`config.mk`:
```
export PLATFORM = sky130hd
export DESIGN_NAME = bba_cfg
export DESIGN_NICKNAME = d
export VERILOG_FILES = /design/src/hw/rtl/bba_pkg.sv /design/src/hw/rtl/bba_cfg.sv
export SDC_FILE = /design/constraint.sdc
export NUM_CORES = 1
export LEC_CHECK = 0
export BUFFER_PORTS_ARGS = -buffer_cell sky130_fd_sc_hd__buf_2
export CORE_MARGIN = 4
export CORE_UTILIZATION = 59
export DETAILED_ROUTE_END_ITERATION = 10
export GPL_TIMING_DRIVEN = 0
export PLACE_DENSITY_LB_ADDON = 0.3
export REMOVE_ABC_BUFFERS = 1
export SLEW_MARGIN = 20
export SYNTH_ARGS = -nofsm -noshare
export SYNTH_HDL_FRONTEND = slang
export SYNTH_SLANG_ARGS = --single-unit
```
`constraint.sdc`:
```
create_clock -name i_clk -period 7.2 [get_ports i_clk]
set_input_delay 0.72 -clock i_clk [delete_from_list [all_inputs] [get_ports i_clk]]
set_output_delay 0.72 -clock i_clk [all_outputs]
set_load 0.01 [all_outputs]
```
`src/hw/rtl/bba_pkg.sv`:
```
// Shared types and constants for the buddy block allocator.
package bba_pkg;

    localparam int ORDER_W = 5;
    localparam int SIZE_W  = 21;
    localparam int OFFS_W  = 20;
    localparam int STAT_W  = 2;

    localparam logic [ORDER_W-1:0] POOL_RESET      = 5'd16;
    localparam logic [ORDER_W-1:0] MIN_RESET       = 5'd4;
    localparam logic [ORDER_W-1:0] POOL_FLOOR      = 5'd3;
    localparam logic [ORDER_W-1:0] MIN_BLOCK_ORDER = 5'd2;

    localparam logic REQ_ALLOC = 1'b0;
    localparam logic REQ_FREE  = 1'b1;

    localparam logic CFG_POOL = 1'b0;
    localparam logic CFG_MIN  = 1'b1;

    typedef enum logic [1:0] {
        MARK_UNUSED = 2'd0,
        MARK_USED   = 2'd1,
        MARK_SPLIT  = 2'd2,
        MARK_FULL   = 2'd3
    } t_mark;

    typedef enum logic [STAT_W-1:0] {
        ST_OK       = 2'd0,
        ST_NOSPACE  = 2'd1,
        ST_BADFREE  = 2'd2
    } t_status;

    typedef struct packed {
        logic [ORDER_W-1:0] pool;
        logic [ORDER_W-1:0] minb;
    } t_geom;

endpackage

```
`src/hw/rtl/bba_cfg.sv`:
```
// Configuration registers and effective pool and minimum block orders.
module bba_cfg
    import bba_pkg::*;
#(
    parameter int TREE_LEVELS    = 13,
    parameter int MAX_POOL_ORDER = 20
) (
    input  logic               i_clk,
    input  logic               i_rst_n,
    input  logic               i_cfg_we,
    input  logic               i_cfg_idx,
    input  logic [ORDER_W-1:0] i_cfg_data,
    output t_geom              o_geom
);

    localparam logic [ORDER_W-1:0] MAXP  = ORDER_W'(MAX_POOL_ORDER);
    localparam logic [ORDER_W-1:0] SPAN  = ORDER_W'(TREE_LEVELS - 1);

    logic [ORDER_W-1:0] r_pool;
    logic [ORDER_W-1:0] r_min;
    logic [ORDER_W-1:0] p;
    logic [ORDER_W-1:0] m1;
    logic [ORDER_W-1:0] m2;

    always_ff @(posedge i_clk) begin
        if (!i_rst_n) begin
            r_pool <= POOL_RESET;
            r_min  <= MIN_RESET;
        end else if (i_cfg_we) begin
            if (i_cfg_idx == CFG_POOL) begin
                r_pool <= i_cfg_data;
            end else begin
                r_min <= i_cfg_data;
            end
        end
    end

    always_comb begin
        p  = (r_pool < POOL_FLOOR) ? POOL_FLOOR : ((r_pool > MAXP) ? MAXP : r_pool);
        m1 = (r_min < MIN_BLOCK_ORDER) ? MIN_BLOCK_ORDER : r_min;
        m2 = (m1 >= p) ? p - 5'd1 : m1;
        o_geom.pool = p;
        if ({1'b0, p} > ({1'b0, m2} + {1'b0, SPAN})) begin
            o_geom.minb = p - SPAN;
        end else begin
            o_geom.minb = m2;
        end
    end

endmodule
```
==> flow_metrics.py, run 1 <==
metrics = {
    "run_status": {
        "outcome": "finished, final reports clean",
    },
    "synthesis": {
        "ys_warn_count": 0,
        "ys_types": 41,
        "synth_compound_area_share_pct": 22.4,
        "ys_ff_latch": 10,
        "synth-seq-area-share_pct": 18.3,
        "synth_area_leaders": "dfxtp_1 18%, ha_1 14%, nand2_1 6.2%",
        "synth-edff-count": 0,
        "synth_top_family_by_area": "compound AO/OA/AOI/OAI gates",
        "avgSynthCellArea_um2": 7.92,
        "synth_fa_ha_area_share_pct": 14.6,
        "synthesis.area_um2": 1090,
        "synth_mux_area_share_pct": 13.0,
        "yosys.area.top_type": "dfxtp_1",
        "synth_cells": 138,
        "yosysTopAreaCellShare_pct": 18.3,
        "synthArstFlopShare_pct": 0,
        "yosys.area_share.simple_pct": 20.9,
        "yosys_most_used_dff": "dfxtp_1",
        "synthXorXnorAreaFrac_pct": 3.20,
    },
    "sta": {
        "rsz0062_at_grt": "false",
        "hold_violations": 0,
        "min_period_over_period_pct": 76.6,
        "fin_crit_ps": 5520,
        "maxSlewHeadroom_pct": 53.2,
        "maxSlewViolCount": 0,
        "skew_ps": 0,
        "fmax_mhz": 181,
        "worst_slew_pin_slew_ps": 693,
        "setup_viol": 0,
        "fin_setup_tns_ps": 0,
    },
    "grt": {
        "grt.total_usage_pct": 19.0,
        "grt_util_met3_pct": 0.875,
        "grt_pass1_vias": 941,
        "grt_pass1_wl_um": 3870,
        "grt_start_max_net_pins": 13,
        "top_usage_layer": "met2",
        "met1_usage_pct": 21.1,
        "gr-total-overflow": 0,
        "antenna_found_initial": 0,
        "use_met2_pct": 37.3,
    },
    "clock_network": {
        "numCtsBuffers": 3,
        "clock_sinks": 10,
        "cts_tree": "yes",
        "root_buffer": "clkbuf_4",
        "clkTransAtPathRegs_ps": 60,
        "hold_buffers": 0,
        "clock_latency_ps": 250,
        "htreeDepth": 1,
        "clockBufferDepth": 2,
        "cts_resized": 0,
        "post-cts-setup-buffers": 0,
    },
    "die": {
        "rows": 15,
        "dieArea_um2": 2610,
        "ios": 19,
        "coreArea_um2": 1750,
        "start_util_pct": 62.7,
        "fp.dieH_um": 51.1,
        "die_w_um": 51.1,
    },
    "setup_path": {
        "crit_path_end_kind": "output port",
        "cp-start-kind": "flip-flop",
        "critPathMaxStageDelay_ps": 580,
        "crit_buf_inv": 3,
        "cp_top_family": "compound AO/OA/AOI/OAI gates",
        "crit_top_cell": "a21oi_1",
        "critPathSlowestCell": "dfxtp_1",
        "arrival_ps": 4800,
        "cp_cell_sequence": "o21ai_0 -> a21oi_1 -> inv_1 -> ha_1 -> nand2b_1 -> a31oi_1 -> o21ai_2 -> mux2i_4 -> inv_1 -> a21oi_1 -> ha_1 -> a211oi_1 -> a21oi_2 -> a21oi_1 -> o21ai_1 -> a211oi_1 -> buf_2",
        "path_max_fanout": 12,
        "required_ps": 6480,
        "worstSetupPathType": "flip-flop to output port",
    },
    "final_layout": {
        "regArea_um2": 200,
        "drive_above_1_share_pct": 22.1,
        "antenna_cells": 0,
        "multi_input_area_um2": 812,
        "syn2layout_area_growth_pct": 8.12,
        "nets": 172,
        "n_fill_cell": 155,
        "final_util_pct": 67.7,
    },
    "place": {
        "place_congestion": 0.799,
        "io_buffers": 18,
        "dp_hpwl_um": 1820,
    },
    "drt": {
        "viasPerCell": 5.71,
        "routed_wl_um": 2230,
        "antenna_left": 0,
        "drtIter0Drc": 18,
        "drc": 0,
        "vias": 994,
        "wl_per_cell_um": 12.8,
        "drtPass1Iterations": 4,
    },
    "power": {
        "pwr-share-clk_pct": 17.1,
        "intPower_mw": 0.127,
        "combPwrFrac_pct": 52.9,
        "swShare_pct": 39.9,
        "total_power_mw": 0.211,
        "leakagePower_nw": 0.551,
        "p_switching_mw": 0.0840,
        "powerDensity_nw_per_um2": 178,
        "power_frac_seq_pct": 30.1,
        "ir_drop_mv": 0.147,
    },
    "worst_hold_path": {
        "hp-class": "flip-flop to flip-flop",
    },
    "run": {
        "maxCapViolCount": 0,
    },
}
==> worst reg2reg max path, delay by kind of cell (launching register included) <==
| kind | cells | cell delay [ps] |
|---|---|---|
| compound gates | 1 | 80 |
| simple gates | 2 | 150 |
| buf+inv | 1 | 120 |
| flops | 1 | 580 |
==> sequential cells by signal, summed over array words and instances, names as in the netlist <==
register	flops
r_pool	5
r_min	5
==> power groups by stage <==
stage	Combinational (mW)	Clock (mW)	Sequential, mW
2_1_floorplan	0.0837	0	0.0633
3_3_place_gp	0.107	0	0.0643
3_5_place_dp	0.111	0	0.0645
4_1_cts	0.112	0.0370	0.0632
5_1_grt	0.126	0.0402	0.0639
6_report	0.111	0.0360	0.0633
==> cell usage in the layout (no fill, tap or decap), types with 3 or more instances in the layout <==
cell type | netlist | final
a21oi_1 | 5 | 5
mux2i_1 | 6 | 6
o21ai_1 | 3 | 3
dfxtp_1 | 10 | 10
ha_1 | 12 | 12
a21oi_2 | 3 | 3
a21o_1 | 3 | 3
nor2b_1 | 6 | 6
o21ai_0 | 7 | 7
buf_2 | 2 | 18
nor3_1 | 4 | 4
a21boi_0 | 4 | 4
xnor2_1 | 3 | 3
nand2b_1 | 3 | 3
nand3_1 | 6 | 6
clkbuf_4 | 0 | 3
inv_1 | 6 | 6
nor2_1 | 5 | 5
nand2_1 | 18 | 18
==> kinds of logic (layout without fill, tap and decap cells) <==
family	Yosys count	in the layout
multiplexers	11	11
XOR/XNOR	4	4
AO/OA/AOI/OAI	36	36
buffers and inverters	17	28
AND/OR/NAND/NOR	47	47
adder cells (fa/ha/maj)	13	13
flip-flops	10	10
==> metal layers <==
layer / part of all wire (%) / vias to the layer above
met5: 0 / -
met4: 1.1 / 0
met3: 3.7 / 4
met2: 52 / 23
met1: 43 / 452
li1: - / 515
==> synthesized netlist by cell type, drive strengths merged, types with 2 or more instances <==
library cell / n
mux2i: 8
a211oi: 2
dfxtp: 10
ha: 12
a21boi: 4
nand3: 6
mux2: 3
nand2: 18
a21oi: 8
nor3: 4
a21o: 3
inv: 7
nor2: 6
nand2b: 3
buf: 5
o21ai: 12
nor2b: 6
xnor2: 3
clkbuf: 5
==> layout make-up <==
type | count | share of cell area, %
clock buffers | 3 | 1.90
inverters | 7 | 2.22
multi-input cells | 111 | 68.7
flip-flops and latches | 10 | 16.9
well taps | 25 | 2.65
repair buffers | 18 | 7.62
==> final timing paths <==
check | start | end | slack [ps] | depth (start not counted)
min | r_min[0]$_SDFFE_PN0P_ | r_min[0]$_SDFFE_PN0P_ | 460 | 2
max reg2reg | r_pool[4]$_SDFFE_PN1P_ | r_pool[4]$_SDFFE_PN1P_ | 6230 | 4
max | r_pool[4]$_SDFFE_PN1P_ | o_geom[0] | 1680 | 17
min reg2reg | r_min[0]$_SDFFE_PN0P_ | r_min[0]$_SDFFE_PN0P_ | 460 | 2
==> metrics by stage <==
| stage | std cells | cell area [µm²] | hold WS, ps | setup slack, ps |
|---|---|---|---|---|
| after detailed placement | 171 | 1160 | 462 | 2030 |
| after global routing | 174 | 1180 | 499 | 1210 |
| after CTS | 174 | 1180 | 470 | 1720 |
| after global placement | 171 | 1160 | 458 | 2150 |
| final | 174 | 1180 | 464 | 1680 |
| after floorplan | 128 | 1040 | 444 | 2430 |
No activity file was read; power rests on OpenSTA's default activity.
==> run 2: changes to the inputs <==
--- a/config.mk
+++ b/config.mk
@@ -5,9 +5,10 @@
 export SDC_FILE = /design/constraint.sdc
 export NUM_CORES = 1
 export LEC_CHECK = 0
+export ABC_AREA = 1
 export BUFFER_PORTS_ARGS = -buffer_cell sky130_fd_sc_hd__buf_2
 export CORE_MARGIN = 4
-export CORE_UTILIZATION = 59
+export CORE_UTILIZATION = 54
 export DETAILED_ROUTE_END_ITERATION = 10
 export GPL_TIMING_DRIVEN = 0
 export PLACE_DENSITY_LB_ADDON = 0.3
==> constraint.sdc (replaced) <==
create_clock -name i_clk -period 5.44 [get_ports i_clk]
set_input_delay 0.544 -clock i_clk [delete_from_list [all_inputs] [get_ports i_clk]]
set_output_delay 0.544 -clock i_clk [all_outputs]
set_load 0.01 [all_outputs]
==> run 2 against run 1 <==
Design area down 2.3%; flip-flop and latch count is the same; combinational power increased by 120%; sequential power is 31% higher; die area rose by 2.4%; cell count increased by 8.6%; first-iteration DRC count down 28%; largest power group unchanged; highest routed layer unchanged.
==> flow_metrics.py, run 2 <==
metrics = {
    "clock_network": {
        "clock_sinks": 10,
        "numCtsBuffers": 3,
        "htreeDepth": 1,
        "clkTransAtPathRegs_ps": 60,
        "post-cts-setup-buffers": 0,
        "clock_latency_ps": 250,
        "clockBufferDepth": 2,
        "cts_tree": "yes",
        "cts_resized": 0,
        "hold_buffers": 0,
        "root_buffer": "clkbuf_4",
    },
    "sta": {
        "maxSlewViolCount": 0,
        "skew_ps": 0,
        "setup_viol": 0,
        "maxSlewHeadroom_pct": 73.4,
        "worst_slew_pin_slew_ps": 398,
        "fin_crit_ps": 4320,
        "hold_violations": 0,
        "rsz0062_at_grt": "false",
        "min_period_over_period_pct": 79.4,
        "fin_setup_tns_ps": 0,
        "final.setup.worst_slack_ps": 1120,
        "fmax_mhz": 231,
    },
    "place": {
        "place_congestion": 0.844,
        "placed_area_um2": 1130,
        "pre_cts_slack_ps": 1370,
        "dp.cells": 186,
        "io_buffers": 18,
        "dp_hpwl_um": 1730,
    },
    "power": {
        "leakagePower_nw": 0.646,
        "total_power_mw": 0.372,
        "ir_drop_mv": 0.189,
        "powerDensity_nw_per_um2": 322,
    },
    "setup_path": {
        "critPathLaunch": "r_pool[4]$_SDFFE_PN1P_",
        "r2r_slack_ps": 4560,
        "crit_buf_inv": 5,
        "critPathSlowestCell": "dfxtp_1",
        "r2r-end": "r_pool[4]$_SDFFE_PN1P_",
        "arrival_ps": 3780,
        "r2r-start": "r_pool[4]$_SDFFE_PN1P_",
        "crit_top_cell": "nand2_1",
        "cp-start-kind": "flip-flop",
        "required_ps": 4900,
        "cp_top_family": "simple AND/OR/NAND/NOR gates",
        "cp.depth": 22,
        "worstSetupPathType": "flip-flop to output port",
        "r2r_cells": 2,
        "crit_path_end_kind": "output port",
        "critPathMaxStageDelay_ps": 400,
        "path_max_fanout": 9,
        "cp-endpoint": "o_geom[0]",
        "cp_cell_sequence": "o21ai_1 -> inv_1 -> nor2_2 -> inv_1 -> ha_1 -> nand2_1 -> clkinv_1 -> nand4_2 -> nand3_4 -> o21ai_2 -> xor2_1 -> ha_1 -> nand2_1 -> inv_1 -> o21ai_1 -> nand2_1 -> a21oi_1 -> nor2_8 -> nand2_4 -> nand2_1 -> nand2_1 -> buf_2",
    },
    "synthesis": {
        "yosys_most_used_dff": "dfxtp_1",
        "synth-seq-area-share_pct": 19.4,
        "synthArstFlopShare_pct": 0,
        "ys_types": 30,
        "synth_area_leaders": "dfxtp_1 19%, ha_1 15%, nand2_1 11%",
        "ys_warn_count": 0,
        "avgSynthCellArea_um2": 6.96,
        "synthesis.area_um2": 1030,
        "synth_cells": 148,
        "yosys.area.top_type": "dfxtp_1",
        "synth-edff-count": 0,
        "yosysMostFrequentCell": "nand2_1",
        "ys_ff_latch": 10,
        "yosysTopAreaCellShare_pct": 19.4,
        "ys_top_cells_by_count": "29 x nand2_1, 21 x inv_1, 12 x ha_1",
    },
    "die": {
        "coreArea_um2": 1760,
        "ios": 19,
        "die_w_um": 51.7,
        "dieArea_um2": 2670,
        "rows": 15,
        "fp.dieH_um": 51.7,
        "start_util_pct": 58.4,
    },
    "final_layout": {
        "multi_input_area_um2": 696,
        "design_area_um2": 1150,
        "final_cell_mix": "29 x nand2_1, 21 x inv_1, 18 x buf_2",
        "drive_above_1_share_pct": 23.8,
        "antenna_cells": 0,
        "top_regs": "r_min x5, r_pool x5",
        "layout_commonest_cell": "nand2_1",
        "regArea_um2": 200,
        "nets": 187,
        "syn2layout_area_growth_pct": 12.2,
        "n_fill_cell": 174,
        "instances_no_fill": 189,
    },
    "grt": {
        "grt_pass1_wl_um": 3790,
        "antenna_found_initial": 0,
        "grt_pass1_vias": 934,
        "grt_start_max_net_pins": 11,
        "grt.total_usage_pct": 18.1,
        "gr-total-overflow": 0,
    },
    "drt": {
        "vias": 947,
        "wl_per_cell_um": 10.9,
        "viasPerCell": 5.01,
        "drc": 0,
        "antenna_left": 0,
        "drtIter0Drc": 13,
        "routed_wl_um": 2060,
        "drtPass1Iterations": 4,
    },
    "worst_hold_path": {
        "hp-class": "flip-flop to flip-flop",
    },
    "run_status": {
        "outcome": "finished, final reports clean",
    },
    "run": {
        "maxCapViolCount": 0,
    },
}
## run 2: layout make-up
cell class | instances | share of cell area (%)
Timing Repair Buffer | 18 | 7.80
Multi-Input combinational cell | 106 | 60.2
Sequential cell | 10 | 17.3
Inverter | 27 | 9.97
Tap cell | 25 | 2.71
Clock buffer | 3 | 1.95
## run 2: worst min path at each step
stage                           start                      to  slack [ps]  depth (start not counted)
2_1_floorplan  r_pool[0]$_SDFFE_PN0P_  r_pool[0]$_SDFFE_PN0P_         420                          2
3_3_place_gp   r_pool[0]$_SDFFE_PN0P_  r_pool[0]$_SDFFE_PN0P_         430                          2
3_5_place_dp   r_pool[0]$_SDFFE_PN0P_  r_pool[0]$_SDFFE_PN0P_         430                          2
4_1_cts        r_pool[0]$_SDFFE_PN0P_  r_pool[0]$_SDFFE_PN0P_         440                          2
5_1_grt        r_pool[0]$_SDFFE_PN0P_  r_pool[0]$_SDFFE_PN0P_         480                          2
6_report       r_pool[0]$_SDFFE_PN0P_  r_pool[0]$_SDFFE_PN0P_         440                          2
## run 2: cells by family (layout without fill, tap and decap cells)
logic type                 after synthesis  in the layout  synth area share (%)
and+or+nand+nor                         63             63                  34.4
DFF                                     10             10                  19.4
buffers and inverters                   32             48                  13.0
AOI/OAI and AO/OA                       27             27                  15.2
xor gates and xnor gates                 4              4                  3.40
adders and majority gates               12             12                  14.6
## run 2: stage by stage
| stage | util (%) | hold WS [ps] |
|---|---|---|
| 4_1_cts | 65.5 | 442 |
| 6_report | 65.5 | 440 |
| 5_1_grt | 65.5 | 481 |
| 3_5_place_dp | 64.2 | 434 |
| 3_3_place_gp | 64.2 | 432 |
| 2_1_floorplan | - | 418 |
## run 2: worst reg2reg max path, cell delays in order, from the launching register on
cell,delay [ps]
dfxtp_1,510
inv_2,110
o211ai_1,190
## run 2: power by group
part | switching, mW | total (mW) | internal (mW)
clock | 0.0214 | 0.0468 | 0.0253
sequential | 0.00448 | 0.0827 | 0.0782
combinational | 0.146 | 0.243 | 0.0965
total | 0.172 | 0.372 | 0.200
## run 2: layer usage
layer  up-vias  GRT usage, %  wire length (µm)  part of all wire [%]
met2        21          35.0              1070                    52
met1       411          19.9               857                    42
met5         -             0                 0                     0
met3         4          1.15               105                   5.1
li1        511             -                 -                     -
met4         0          8.30                28                   1.4
==> run 3: changes to the inputs <==
--- a/config.mk
+++ b/config.mk
@@ -8,7 +8,7 @@
 export ABC_AREA = 1
 export BUFFER_PORTS_ARGS = -buffer_cell sky130_fd_sc_hd__buf_2
 export CORE_MARGIN = 4
-export CORE_UTILIZATION = 54
+export CORE_UTILIZATION = 49
 export DETAILED_ROUTE_END_ITERATION = 10
 export GPL_TIMING_DRIVEN = 0
 export PLACE_DENSITY_LB_ADDON = 0.3
==> constraint.sdc (replaced) <==
create_clock -name i_clk -period 3.8 [get_ports i_clk]
set_input_delay 0.38 -clock i_clk [delete_from_list [all_inputs] [get_ports i_clk]]
set_output_delay 0.38 -clock i_clk [all_outputs]
set_load 0.01 [all_outputs]
==> run 3 against run 2 <==
Utilization rose by 6.7 points; worst setup slack got worse by 1000 ps; clock power rose by 97%; critical endpoint unchanged; largest power group unchanged; power rose by 80%; first-iteration DRC count rose to 2.8 times the previous value; flip-flop and latch count did not move; critical path depth fell by 2; sequential power rose by 45%.
==> flow_metrics.py, run 3 (same netlist as run 2, synthesis figures left out) <==
metrics = {
    "run_status": {
        "outcome": "finished, final reports clean",
    },
    "sta": {
        "final.setup.worst_slack_ps": 74.4,
        "maxSlewHeadroom_pct": 80.2,
        "fmax_mhz": 268,
        "worst_slew_pin_slew_ps": 298,
        "maxSlewViolCount": 0,
        "skew_ps": 0,
        "fin_crit_ps": 3730,
        "rsz0062_at_grt": "true",
        "hold_violations": 0,
        "whs_ps": 351,
        "min_period_over_period_pct": 98.0,
        "setup_viol": 0,
        "fin_setup_tns_ps": 0,
    },
    "drt": {
        "routed_wl_um": 2680,
        "vias": 1074,
        "antenna_left": 0,
        "drtIter0Drc": 36,
        "wl_per_cell_um": 12.9,
        "viasPerCell": 5.19,
        "drtPass1Iterations": 5,
        "drc": 0,
    },
    "setup_path": {
        "path_max_fanout": 8,
        "required_ps": 3420,
        "crit_path_end_kind": "output port",
        "r2r-start": "r_pool[2]$_SDFFE_PN0P_",
        "critPathLaunch": "r_pool[2]$_SDFFE_PN0P_",
        "arrival_ps": 3350,
        "worstSetupPathType": "flip-flop to output port",
        "cp-start-kind": "flip-flop",
    },
    "final_layout": {
        "drive_above_1_share_pct": 43.3,
        "top_regs": "r_min x5, r_pool x5",
        "nets": 202,
        "instances_no_fill": 207,
        "final_cell_mix": "21 x nand2_1, 18 x inv_1, 18 x buf_2",
        "antenna_cells": 0,
        "design_area_um2": 1430,
        "layout_commonest_cell": "nand2_1",
        "syn2layout_area_growth_pct": 38.9,
        "final_util_pct": 72.2,
    },
    "clock_network": {
        "clkTransAtPathRegs_ps": 60,
        "clock_sinks": 10,
        "clock_latency_ps": 260,
        "clockBufferDepth": 2,
        "numCtsBuffers": 3,
        "root_buffer": "clkbuf_4",
        "hold_buffers": 0,
        "htreeDepth": 1,
        "cts_tree": "yes",
    },
    "grt": {
        "grt.total_usage_pct": 17.8,
        "grt_start_max_net_pins": 11,
        "grt_pass1_wl_um": 3860,
        "antenna_found_initial": 0,
        "grt_pass1_vias": 1009,
        "gr-total-overflow": 0,
    },
    "power": {
        "combPwrFrac_pct": 68.2,
        "power_frac_seq_pct": 18.0,
        "swShare_pct": 45.5,
        "intPower_mw": 0.364,
        "ir_drop_mv": 0.317,
        "pwr-share-clk_pct": 13.8,
        "p_switching_mw": 0.304,
        "powerDensity_nw_per_um2": 467,
        "total_power_mw": 0.668,
        "leakagePower_nw": 0.749,
    },
    "die": {
        "coreArea_um2": 1980,
        "fp.dieH_um": 53.8,
        "dieArea_um2": 2900,
        "ios": 19,
        "die_w_um": 53.8,
        "start_util_pct": 52.0,
        "rows": 16,
    },
    "place": {
        "dp_hpwl_um": 1770,
        "place_congestion": 0.816,
        "io_buffers": 18,
        "placed_area_um2": 1130,
        "pre_cts_slack_ps": -2.95,
        "dp.cells": 188,
    },
    "worst_hold_path": {
        "hp-class": "input port to flip-flop",
        "hold_start": "i_cfg_data[4]",
    },
    "run": {
        "maxCapViolCount": 0,
    },
}
[run 3: changes by cell type in the layout (fill, tap and decap cells not counted), moves of 3 or more]
cell | before | now
nand2_1 | 29 | 21
nand2_4 | 3 | 6
buf_4 | 0 | 15
dfxtp_1 | 10 | 6
nand2_2 | 2 | 7
inv_1 | 21 | 18
ha_4 | 0 | 3
dfxtp_4 | 0 | 3
inv_2 | 2 | 6
ha_1 | 12 | 9
[run 3: cell type report]
class	instances	area (µm²)
timing repair buffer	33	203
tap	27	33.8
fill	147	552
inverter	27	115
multi-input combinational	106	830
sequential	10	213
clock buffer	4	36.3
[run 3: final timing paths]
kind / cells past startpoint / end / slack (ps)
setup / recovery: 20 / o_geom[0] / 70
hold / removal: 3 / r_pool[4]$_SDFFE_PN1P_ / 350
setup reg to reg: 2 / r_pool[2]$_SDFFE_PN0P_ / 3090
hold reg to reg: 2 / r_pool[0]$_SDFFE_PN0P_ / 460
[run 3: power groups by stage]
stage / combinational (mW) / sequential, mW / clock, mW
floorplan: 0.270 / 0.119 / 0
global route: 0.504 / 0.121 / 0.0997
global placement: 0.341 / 0.120 / 0
finish: 0.455 / 0.120 / 0.0923
CTS: 0.385 / 0.119 / 0.0949
detailed placement: 0.352 / 0.121 / 0
[run 3: worst max-delay path, cell delays in order (launching register included)]
cell     delay, ps
dfxtp_4        370
o21ai_4        240
inv_2           70
nor2_4         120
inv_2           50
ha_4           220
nand2_4         80
a21oi_4         40
nor2_4         140
nand3_4        160
o21ai_4        230
xor2_1         180
ha_1           270
a21oi_1        180
nand2_1        110
a21oi_4        220
nor2_8          70
nand2_4         80
nand2_2         40
nand2_1         60
buf_2          130
[run 3: metal layers]
| metal | vias up | routed length, µm | track usage (%) |
|---|---|---|---|
| met4 | 0 | 24 | 8.94 |
| li1 | 549 | - | - |
| met1 | 494 | 1080 | 19.0 |
| met2 | 27 | 1480 | 34.1 |
| met5 | - | 0 | 0 |
| met3 | 4 | 96 | 1.39 |
[run 3: repair_timing]
action	CTS	global route
pin swaps	4	20
gates resized for setup	11	27
endpoints found under the setup margin	5	5
buffers inserted	2	13
